==> config.mk <==
export PLATFORM = sky130hd
export DESIGN_NAME = lea128_key_schedule_top
export DESIGN_NICKNAME = d
export VERILOG_FILES = /design/src/sv/lea128ks_pkg.sv /design/src/sv/lea128ks_key_queue.sv /design/src/sv/lea128ks_round_engine.sv /design/src/sv/lea128ks_out_queue.sv /design/src/sv/lea128_key_schedule_top.sv
export VERILOG_INCLUDE_DIRS = /design/src /design/src/sv
export SDC_FILE = /design/constraint.sdc
export NUM_CORES = 1
export LEC_CHECK = 0
export BUFFER_PORTS_ARGS = -buffer_cell sky130_fd_sc_hd__buf_2
export CAP_MARGIN = 30
export CORE_ASPECT_RATIO = 0.5
export CORE_UTILIZATION = 48
export CTS_CLUSTER_DIAMETER = 120
export DETAILED_ROUTE_END_ITERATION = 8
export HOLD_SLACK_MARGIN = 0.03
export PLACE_DENSITY = 0.67
export SKIP_CTS_REPAIR_TIMING = 1
export SLEW_MARGIN = 20
export SYNTH_ARGS = -nofsm -noshare
export SYNTH_HDL_FRONTEND = slang
export SYNTH_SLANG_ARGS = --single-unit
export TNS_END_PERCENT = 100
==> constraint.sdc <==
create_clock -name clk -period 22.9 [get_ports clk]
set_input_delay 4.58 -clock clk [delete_from_list [all_inputs] [get_ports clk]]
set_output_delay 4.58 -clock clk [all_outputs]
set_load 0.005 [all_outputs]
==> src/sv/lea128_key_schedule_top_macros.svh <==
// Assertion macros used by the key schedule round engine.
`ifndef LEA128_KEY_SCHEDULE_TOP_MACROS_SVH
`define LEA128_KEY_SCHEDULE_TOP_MACROS_SVH

// Property that must hold at every clock edge outside reset.
`define LEA128KS_ASSERT(label, prop, msg) \
    label: assert property (@(posedge clk) disable iff (!rst_n) (prop)) else $error(msg);

// Condition that must never be seen outside reset.
`define LEA128KS_NEVER(label, cond, msg) \
    label: assert property (@(posedge clk) disable iff (!rst_n) !(cond)) else $error(msg);

`endif

==> src/sv/lea128ks_pkg.sv <==
// Types, constants and helpers for the LEA-128 key schedule.
package lea128ks_pkg;

    localparam int ROUND_COUNT = 24;
    localparam int ROUND_W     = 5;
    localparam logic [ROUND_W-1:0] LAST_ROUND = ROUND_W'(ROUND_COUNT - 1);

    // Queue geometry shared by the key and result queues
    localparam int QUEUE_DEPTH = 2;
    localparam int QPTR_W      = 1;
    localparam int QCNT_W      = 2;

    // Round constants
    localparam logic [31:0] DELTA [4] = '{
        32'hc3efe9db, 32'h44626b02, 32'h79e27c8a, 32'h78df30ec
    };

    // Final rotate amount per state word
    localparam int WORD_ROT [4] = '{1, 3, 6, 11};

    typedef struct packed {
        logic [31:0] key_word0;
        logic [31:0] key_word1;
        logic [31:0] key_word2;
        logic [31:0] key_word3;
    } key_t;

    typedef struct packed {
        logic [ROUND_W-1:0] round_number;
        logic [31:0]        round_key0;
        logic [31:0]        round_key1;
        logic [31:0]        round_key2;
        logic [31:0]        round_key3;
        logic [31:0]        round_key4;
        logic [31:0]        round_key5;
        logic               is_final;
    } result_t;

    // Rotate left by a fixed amount; an amount of zero returns the word.
    function automatic logic [31:0] rotl(input logic [31:0] v, input int n);
        logic [31:0] r;
        if (n == 0)
            r = v;
        else
            r = (v << n) | (v >> (32 - n));
        return r;
    endfunction

endpackage

==> src/sv/lea128ks_key_queue.sv <==
// Front queue: accepts key requests and holds them for the round engine.
module lea128ks_key_queue (
    input  logic                clk,
    input  logic                rst_n,
    input  logic                push,
    input  lea128ks_pkg::key_t  key,
    output logic                full,
    output logic                avail,
    output lea128ks_pkg::key_t  head,
    input  logic                take
);

    lea128ks_pkg::key_t                  mem [lea128ks_pkg::QUEUE_DEPTH];
    logic [lea128ks_pkg::QPTR_W-1:0]     wr_ptr_reg, wr_ptr_next;
    logic [lea128ks_pkg::QPTR_W-1:0]     rd_ptr_reg, rd_ptr_next;
    logic [lea128ks_pkg::QCNT_W-1:0]     count_reg, count_next;
    logic                                do_push, do_take;

    // Status
    assign full    = (count_reg == lea128ks_pkg::QCNT_W'(lea128ks_pkg::QUEUE_DEPTH));
    assign avail   = (count_reg != '0);
    assign head    = mem[rd_ptr_reg];
    assign do_push = push && !full;
    assign do_take = take && avail;

    // Pointer and count update
    always_comb
    begin
        wr_ptr_next = do_push ? wr_ptr_reg + 1'b1 : wr_ptr_reg;
        rd_ptr_next = do_take ? rd_ptr_reg + 1'b1 : rd_ptr_reg;
        count_next  = count_reg;
        if (do_push && !do_take)
            count_next = count_reg + 1'b1;
        else if (!do_push && do_take)
            count_next = count_reg - 1'b1;
    end

    always_ff @(posedge clk or negedge rst_n)
    begin
        if (!rst_n)
        begin
            wr_ptr_reg <= '0;
            rd_ptr_reg <= '0;
            count_reg  <= '0;
        end
        else
        begin
            wr_ptr_reg <= wr_ptr_next;
            rd_ptr_reg <= rd_ptr_next;
            count_reg  <= count_next;
        end
    end

    // Storage
    always_ff @(posedge clk)
    begin
        if (do_push)
            mem[wr_ptr_reg] <= key;
    end

endmodule

==> src/sv/lea128ks_round_engine.sv <==
// Back end: expands a key into round keys, one round per cycle unless out_full.
`include "lea128_key_schedule_top_macros.svh"

module lea128ks_round_engine (
    input  logic                   clk,
    input  logic                   rst_n,
    input  logic                   key_avail,
    input  lea128ks_pkg::key_t     key_head,
    output logic                   key_take,
    input  logic                   out_full,
    output logic                   out_push,
    output lea128ks_pkg::result_t  out_data
);

    logic                                busy_reg, busy_next;
    logic [lea128ks_pkg::ROUND_W-1:0]    round_reg, round_next;
    logic [31:0]                         t_reg [4];
    logic [31:0]                         drot_reg [4];
    logic [31:0]                         t_new [4];
    logic [31:0]                         dsel;
    logic                                adv, last, load;

    // Handshake with both queues
    assign adv      = busy_reg && !out_full;
    assign last     = (round_reg == lea128ks_pkg::LAST_ROUND);
    assign load     = key_avail && (!busy_reg || (adv && last));
    assign key_take = load;
    assign out_push = adv;

    // One round: add rotated delta, then fixed rotate per word
    always_comb
    begin
        dsel = drot_reg[round_reg[1:0]];
        for (int j = 0; j < 4; j++)
            t_new[j] = lea128ks_pkg::rotl(t_reg[j] + lea128ks_pkg::rotl(dsel, j),
                                          lea128ks_pkg::WORD_ROT[j]);
    end

    // Result word order: T0, T1, T2, T1, T3, T1
    always_comb
    begin
        out_data.round_number = round_reg;
        out_data.round_key0   = t_new[0];
        out_data.round_key1   = t_new[1];
        out_data.round_key2   = t_new[2];
        out_data.round_key3   = t_new[1];
        out_data.round_key4   = t_new[3];
        out_data.round_key5   = t_new[1];
        out_data.is_final     = last;
    end

    // Control next state
    always_comb
    begin
        busy_next  = busy_reg;
        round_next = round_reg;
        if (load)
        begin
            busy_next  = 1'b1;
            round_next = '0;
        end
        else if (adv)
        begin
            if (last)
                busy_next = 1'b0;
            round_next = round_reg + 1'b1;
        end
    end

    always_ff @(posedge clk or negedge rst_n)
    begin
        if (!rst_n)
        begin
            busy_reg  <= 1'b0;
            round_reg <= '0;
        end
        else
        begin
            busy_reg  <= busy_next;
            round_reg <= round_next;
        end
    end

    // Working state and per-round delta rotations (delta[k] rotated by round)
    always_ff @(posedge clk)
    begin
        if (load)
        begin
            t_reg[0] <= key_head.key_word0;
            t_reg[1] <= key_head.key_word1;
            t_reg[2] <= key_head.key_word2;
            t_reg[3] <= key_head.key_word3;
            for (int k = 0; k < 4; k++)
                drot_reg[k] <= lea128ks_pkg::DELTA[k];
        end
        else if (adv)
        begin
            for (int k = 0; k < 4; k++)
            begin
                t_reg[k]    <= t_new[k];
                drot_reg[k] <= lea128ks_pkg::rotl(drot_reg[k], 1);
            end
        end
    end

    // Checks
    `LEA128KS_NEVER(a_round_range, busy_reg && (round_reg > lea128ks_pkg::LAST_ROUND),
        "round counter beyond last round")
    `LEA128KS_ASSERT(a_load_starts, load |=> (busy_reg && round_reg == '0),
        "key load did not start at round zero")
    `LEA128KS_ASSERT(a_last_idles, (adv && last && !load) |=> !busy_reg,
        "engine stayed busy after final round")
    `LEA128KS_NEVER(a_load_while_mid, load && busy_reg && !(adv && last),
        "new key taken in the middle of an expansion")

endmodule

==> src/sv/lea128ks_out_queue.sv <==
// Result queue: decouples the round engine from the consumer.
module lea128ks_out_queue (
    input  logic                   clk,
    input  logic                   rst_n,
    input  logic                   push,
    input  lea128ks_pkg::result_t  data_in,
    output logic                   full,
    output logic                   empty,
    output lea128ks_pkg::result_t  data_out,
    input  logic                   pop
);

    lea128ks_pkg::result_t               mem [lea128ks_pkg::QUEUE_DEPTH];
    logic [lea128ks_pkg::QPTR_W-1:0]     wr_ptr_reg, wr_ptr_next;
    logic [lea128ks_pkg::QPTR_W-1:0]     rd_ptr_reg, rd_ptr_next;
    logic [lea128ks_pkg::QCNT_W-1:0]     count_reg, count_next;
    logic                                do_push, do_pop;

    // Status
    assign full     = (count_reg == lea128ks_pkg::QCNT_W'(lea128ks_pkg::QUEUE_DEPTH));
    assign empty    = (count_reg == '0);
    assign data_out = mem[rd_ptr_reg];
    assign do_push  = push && !full;
    assign do_pop   = pop && !empty;

    // Pointer and count update
    always_comb
    begin
        wr_ptr_next = do_push ? wr_ptr_reg + 1'b1 : wr_ptr_reg;
        rd_ptr_next = do_pop ? rd_ptr_reg + 1'b1 : rd_ptr_reg;
        count_next  = count_reg;
        if (do_push && !do_pop)
            count_next = count_reg + 1'b1;
        else if (!do_push && do_pop)
            count_next = count_reg - 1'b1;
    end

    always_ff @(posedge clk or negedge rst_n)
    begin
        if (!rst_n)
        begin
            wr_ptr_reg <= '0;
            rd_ptr_reg <= '0;
            count_reg  <= '0;
        end
        else
        begin
            wr_ptr_reg <= wr_ptr_next;
            rd_ptr_reg <= rd_ptr_next;
            count_reg  <= count_next;
        end
    end

    // Storage
    always_ff @(posedge clk)
    begin
        if (do_push)
            mem[wr_ptr_reg] <= data_in;
    end

endmodule

==> src/sv/lea128_key_schedule_top.sv <==
// LEA-128 key schedule: 24 round keys per accepted key request.
// An accepted key waits in the key queue and is loaded into the round engine; its round
// keys reach the result ports through the result queue, one round key per cycle while
// the consumer pops. All keys use the single round datapath (one add and
// rotate per word per cycle); a queued key loads in the cycle of the previous final round.
// Reset: asynchronous, clears both queues and idles the round engine; no clearing pass.
module lea128_key_schedule_top (
    input  logic                   clk,
    input  logic                   rst_n,
    input  logic                   push,
    input  lea128ks_pkg::key_t     key,
    output logic                   full,
    output logic                   empty,
    input  logic                   pop,
    output lea128ks_pkg::result_t  result
);

    logic                   key_avail;
    logic                   key_take;
    lea128ks_pkg::key_t     key_head;
    logic                   out_full;
    logic                   out_push;
    lea128ks_pkg::result_t  out_data;

    // Front: key request queue
    lea128ks_key_queue u_key_queue (
        .clk   (clk),
        .rst_n (rst_n),
        .push  (push),
        .key   (key),
        .full  (full),
        .avail (key_avail),
        .head  (key_head),
        .take  (key_take)
    );

    // Back: round engine
    lea128ks_round_engine u_round_engine (
        .clk       (clk),
        .rst_n     (rst_n),
        .key_avail (key_avail),
        .key_head  (key_head),
        .key_take  (key_take),
        .out_full  (out_full),
        .out_push  (out_push),
        .out_data  (out_data)
    );

    // Result queue
    lea128ks_out_queue u_out_queue (
        .clk      (clk),
        .rst_n    (rst_n),
        .push     (out_push),
        .data_in  (out_data),
        .full     (out_full),
        .empty    (empty),
        .data_out (result),
        .pop      (pop)
    );

endmodule

# Word level (Yosys, flattened, before mapping)
# Memory sizes are Yosys's and may differ from the RTL's.
# Cells that the tools add are included.
[totals]
out_inout_bits = 200
memories = 4
ff_bits = 14
ramBits = 908
word_cells = 108
[memory_table]
columns = ["memory", "depth", "width", "rd", "rd_clocked_by_memory_dff", "write_ports", "line", "source"]
rows = [
  ["u_out_queue.mem", 2, 198, 1, 0, 1, "lea128ks_out_queue.sv:13", "lea128ks_pkg::result_t mem [lea128ks_pkg::QUEUE_DEPTH];"],
  ["u_key_queue.mem", 2, 128, 1, 0, 1, "lea128ks_key_queue.sv:13", "lea128ks_pkg::key_t mem [lea128ks_pkg::QUEUE_DEPTH];"],
  ["u_round_engine.drot_reg", 4, 32, 5, 0, 4, "lea128ks_round_engine.sv:18", "logic [31:0] drot_reg [4];"],
  ["u_round_engine.t_reg", 4, 32, 4, 0, 4, "lea128ks_round_engine.sv:17", "logic [31:0] t_reg [4];"],
]
[op_classes]
n_bitwise = 19
addsub = 13
mux = 34
eq_ne = 3
n_reduce_logical = 27
[ops]
columns = ["operator", "n"]
rows = [
  ["2-to-1 mux 32 bit", 16],
  ["bitwise OR 32 x 1 -> 32 bit", 6],
  ["adder 32 bit", 4],
  ["bitwise OR 32 x 3 -> 32 bit", 2],
  ["bitwise OR 32 x 11 -> 32 bit", 1],
  ["bitwise OR 32 x 2 -> 32 bit", 1],
  ["bitwise OR 32 x 6 -> 32 bit", 1],
  ["2-to-1 mux 1 bit", 12],
  ["logical AND 1 bit", 11],
  ["2-to-1 mux 5 bit", 2],
  ["nonzero test 2 bit", 5],
  ["zero test 1 bit", 8],
  ["2-to-1 mux 2 bit", 4],
  ["bitwise OR 1 bit", 8],
  ["adder 5 x 1 -> 5 bit, second input constant", 1],
  ["== test 5 bit, second input constant", 1],
  ["adder 1 bit, second input constant", 4],
  ["adder 2 x 1 -> 2 bit, second input constant", 2],
  ["== test 2 bit, second input constant", 2],
  ["subtractor 2 x 1 -> 2 bit, second input constant", 2],
  ["zero test 2 bit", 1],
  ["AND reduction 2 bit", 1],
  ["logical OR 1 bit", 1],
]

# Depth between registers and ports, before layout
[depth]
word_depth = 10
depth_mapped = 14

# Cells and area by module
# From an unflattened synthesis, not the netlist that was laid out.
[unflattened]
cells_unflattened = 2836
area_unflattened_um2 = 42826.1
[modules_own_cells]
columns = ["mod", "seq_area_each_um2", "instances", "area_each_um2", "cells_each"]
rows = [
  ["lea128ks_round_engine", 7837.5, 1, 18457.7, 1784],
  ["lea128ks_out_queue", 11991.5, 1, 14890.5, 635],
  ["lea128ks_key_queue", 7787.5, 1, 9477.8, 417],
]

# Worst setup path before layout
# No wires, ideal clock.
[synth_path]
kind = "in2reg"
from = "in push"
to = "mem u_key_queue.mem[0][0] in the netlist's numbering, enable pin"
setup_slack_ns = 12.296
path_buffers = 0
t_required_ns = 22.284
setup_ns = 0.616
path_stages = 2
arrival_ns = 9.987
path_cell_list = "nand2_1 > nor2_1"
[synth_via]
elab_chain_len = 3
[synth_rtl]
columns = ["element", "line", "source"]
rows = [
  ["from (decl)", "lea128_key_schedule_top.sv:10", "input logic push,"],
  ["logical AND 1 bit", "lea128ks_key_queue.sv:23", "assign do_push = push && !full;"],
  ["2-to-1 mux 1 bit", "lea128ks_key_queue.sv:57", "if (do_push)"],
  ["2-to-1 mux 1 bit (not written as such)", "lea128ks_key_queue.sv:58", "mem[wr_ptr_reg] <= key;"],
  ["to (decl)", "lea128ks_key_queue.sv:13", ""],
]
# No other way between the ends.

==> results.md <==
- CTS tree: done
- Biggest regs: u_out_queue.mem: 268 flops, u_key_queue.mem: 256 flops
- CORE AREA: about 76000 µm²
- CP Capture Type: primary output
- Area share of xor/xnor cells in the synthesized design: under 10%
- Total number of yosys warnings: 0
- Critical path class: reg2out
- Drt drc: 24
- HP Start: u_key_queue.count_reg[1]
- Initial drt markers: 1941
- Status: finished with violations
- Worst path max stage delay: about 0.94 ns
- Worst slew pin tran: between 1 and 1.5 ns
- Clock Root Buffer: clkbuf_16
- Die ar.: slightly below 80000 µm²
- Top_reg_cell synth: edfxtp_1
- Global-route wire length before repair: 133000 µm
- FF-to-FF Start: u_round_engine.round_reg[0]
- Fraction of layout cells with a size suffix above 1: a little under a quarter
- Number of synthesized flops with an enable pin: around 800
- Syn avg cell area: ~14 µm²
- Cell with the most instances after synthesis: edfxtp_1
- Tmin final: between 7 and 8 ns
- Worst Path Required: around 18 ns
- Std cell rows: just over 70
- Worst R2R End: u_round_engine.t_reg[3][5]
- Mapped Area: approximately 37000 µm²
- Post-synthesis compound-gate area fraction: under 10%
- Post-synthesis cell type count: just under 90
- Hold Vio Cnt, Final: 0
- CP max FO: 55
- Die Y: 199 µm
- Routed via count: roughly 23000
- Final setup viols: 0
- Crit-path cells: buf_4, buf_4, mux2_2, buf_2
- Number of CTS-inserted buffers: 71
- Clock buffer depth: 3
- Hold_ws: approximately 0.50 ns
- Worst-Skew Late Latency: 0.66 ns
- CTS H-Tree Depth: 3
- Setup TNS: 0 ns
- CTS Sinks: slightly below 800
- Commonest cells post-synth: 780 x edfxtp_1, 186 x nand2_1, 137 x mux2_2
- First-pass iteration count of the detailed router: 7
- DP HPWL: a little over 60000 µm
- Reg-to-reg slack, setup: between 15 and 20 ns
- Critical path's slowest cell: dfrtp_4
- Failing checks: design-rule violations
- Tcrit/Tclk final: a little over a third
- Total congestion overflow: 0
- Vias in the first global route: around 21000
- Worst Hold Depth: 1
- Class of the worst hold path: reg2reg
- Antenna violations before repair: 9
- Worst EP arrival: around 3.4 ns
- Largest cells by area after synthesis: edfxtp_1 63%, ha_1 4.3%, mux2_2 4.1%
- Die width: 396 µm
- Max-cap violations: 0
- Routed vias/inst: roughly 5.7
- Adder-cell share of the synthesized area: between 4 and 5%
- Buffers on Ports: between 300 and 400
- Clock-pin slew on the worst setup and hold paths: roughly 0.060 ns
- Area share of and/or/nand/nor cells after synthesis: about 7.7%
- Nets: around 3200
- Routed Antenna Nets: 0
- Layout area overhead: 12.3%
- Mapped Cells: ~2600
- Hold endpoint: u_key_queue.count_reg[1]
- Largest net degree at the start of global routing: 135
- I/O pin total: between 300 and 400
- R2R cell count: 12
- GRT Util Overall: a little under a quarter
- Main combinational cell family by area after synthesis: multiplexers
- Initial Util: 49.1%
- Mux cell area share after synthesis: around a tenth
- CP startpoint kind: flip-flop
- Max reg flops: 268
- Final GP Congestion: between 0.9 and 1
- CP most frequent cell: buf_4
- Ys async rst share: between 1.5 and 2%
- RSZ-0062 raised after global routing: no
- Post-Syn Nets: just under 3000
- Sequential share of the synthesized area: a little under two thirds
- Final wirelength: 90700 µm
- Relative slew slack: between 20% and 30%
- Synth Register Bits: around 790
- Largest area contributor in the netlist: edfxtp_1
- F_max: 125 MHz
- Clk_skew: around 0.027 ns
- Largest Register: u_out_queue.mem
- Top-area cell type share of the netlist area: between 60% and 70%
- Max-slew violations: 0
- DR WL/cell: about 23 µm
worst max-delay path: cells and delay by family (launching register included):
family | cells | cell delay (ns)
DFF | 1 | 0.94
muxes | 1 | 0.43
buffers and inverters | 3 | 1.30
kinds of logic (layout without fill, tap and decap cells):
family | after synthesis | in the layout
AO/OA/AOI/OAI | 501 | 501
XOR/XNOR | 132 | 132
adder cells (fa/ha/maj) | 131 | 131
buffers and inverters | 212 | 515
flip-flops | 794 | 794
multiplexers | 295 | 295
other | 0 | 4
AND/OR/NAND/NOR | 580 | 580
layout by cell type, fill, tap and decap left out, drive strengths merged, types with 14 or more instances in the layout:
| master | count |
|---|---|
| nand3 | 19 |
| clkinv | 30 |
| nor3 | 22 |
| buf | 356 |
| mux2 | 137 |
| nand2 | 186 |
| o211ai | 15 |
| xor2 | 49 |
| ha | 127 |
| inv | 35 |
| a21o | 96 |
| and2 | 68 |
| or3 | 73 |
| edfxtp | 780 |
| a211oi | 18 |
| dfrtp | 14 |
| nor2 | 119 |
| and3 | 14 |
| a21oi | 106 |
| mux4 | 32 |
| clkbuf | 84 |
| o21ai | 148 |
| o21a | 23 |
| xnor2 | 83 |
| nand4 | 24 |
| a31oi | 18 |
| nor2b | 16 |
| mux2i | 126 |
per-layer routing:
layer / vias to the layer above / track usage, % / share of wire [%]
li1: 10500 / - / -
met1: 11400 / 31.6 / 44
met2: 640 / 37.0 / 48
met3: 101 / 4.49 / 6.1
met4: 0 / 5.28 / 1.7
met5: - / 0 / 0
cell type report:
| class | instances | area (µm²) |
|---|---|---|
| Tap cell | 1022 | 1280 |
| Sequential cell | 794 | 23800 |
| Clock inverter | 42 | 383 |
| Timing Repair Buffer | 356 | 1910 |
| Clock buffer | 84 | 1890 |
| Inverter | 33 | 124 |
| Fill cell | 6192 | 34100 |
| Antenna cell | 4 | 10.0 |
| Multi-Input combinational cell | 1639 | 12500 |
worst max-delay path by stage:
| stage | from | endpoint | slack [ns] | cells past startpoint |
|---|---|---|---|---|
| after floorplan | push | u_key_queue.mem[0][0] | 12.30 | 2 |
| after global placement | u_out_queue.rd_ptr_reg | result[10] | 15.60 | 4 |
| after detailed placement | u_out_queue.rd_ptr_reg | result[140] | 15.51 | 4 |
| after CTS | u_out_queue.rd_ptr_reg | result[140] | 14.79 | 4 |
| after global routing | u_out_queue.rd_ptr_reg | result[140] | 14.67 | 4 |
| final | u_out_queue.rd_ptr_reg | result[12] | 14.92 | 4 |
per-stage QoR:
stage	setup slack, ns	util, %	std cells	area (µm²)
2_1_floorplan	12.30	-	2645	37300
3_3_place_gp	15.60	52.0	3841	39600
3_5_place_dp	15.51	52.0	3841	39600
4_1_cts	14.79	55.0	3967	41800
5_1_grt	14.67	55.1	3971	41900
6_report	14.92	55.1	3974	41900
Power is not shown: default switching activity piles up to over one toggle a cycle in this logic, so the estimate is an artifact.
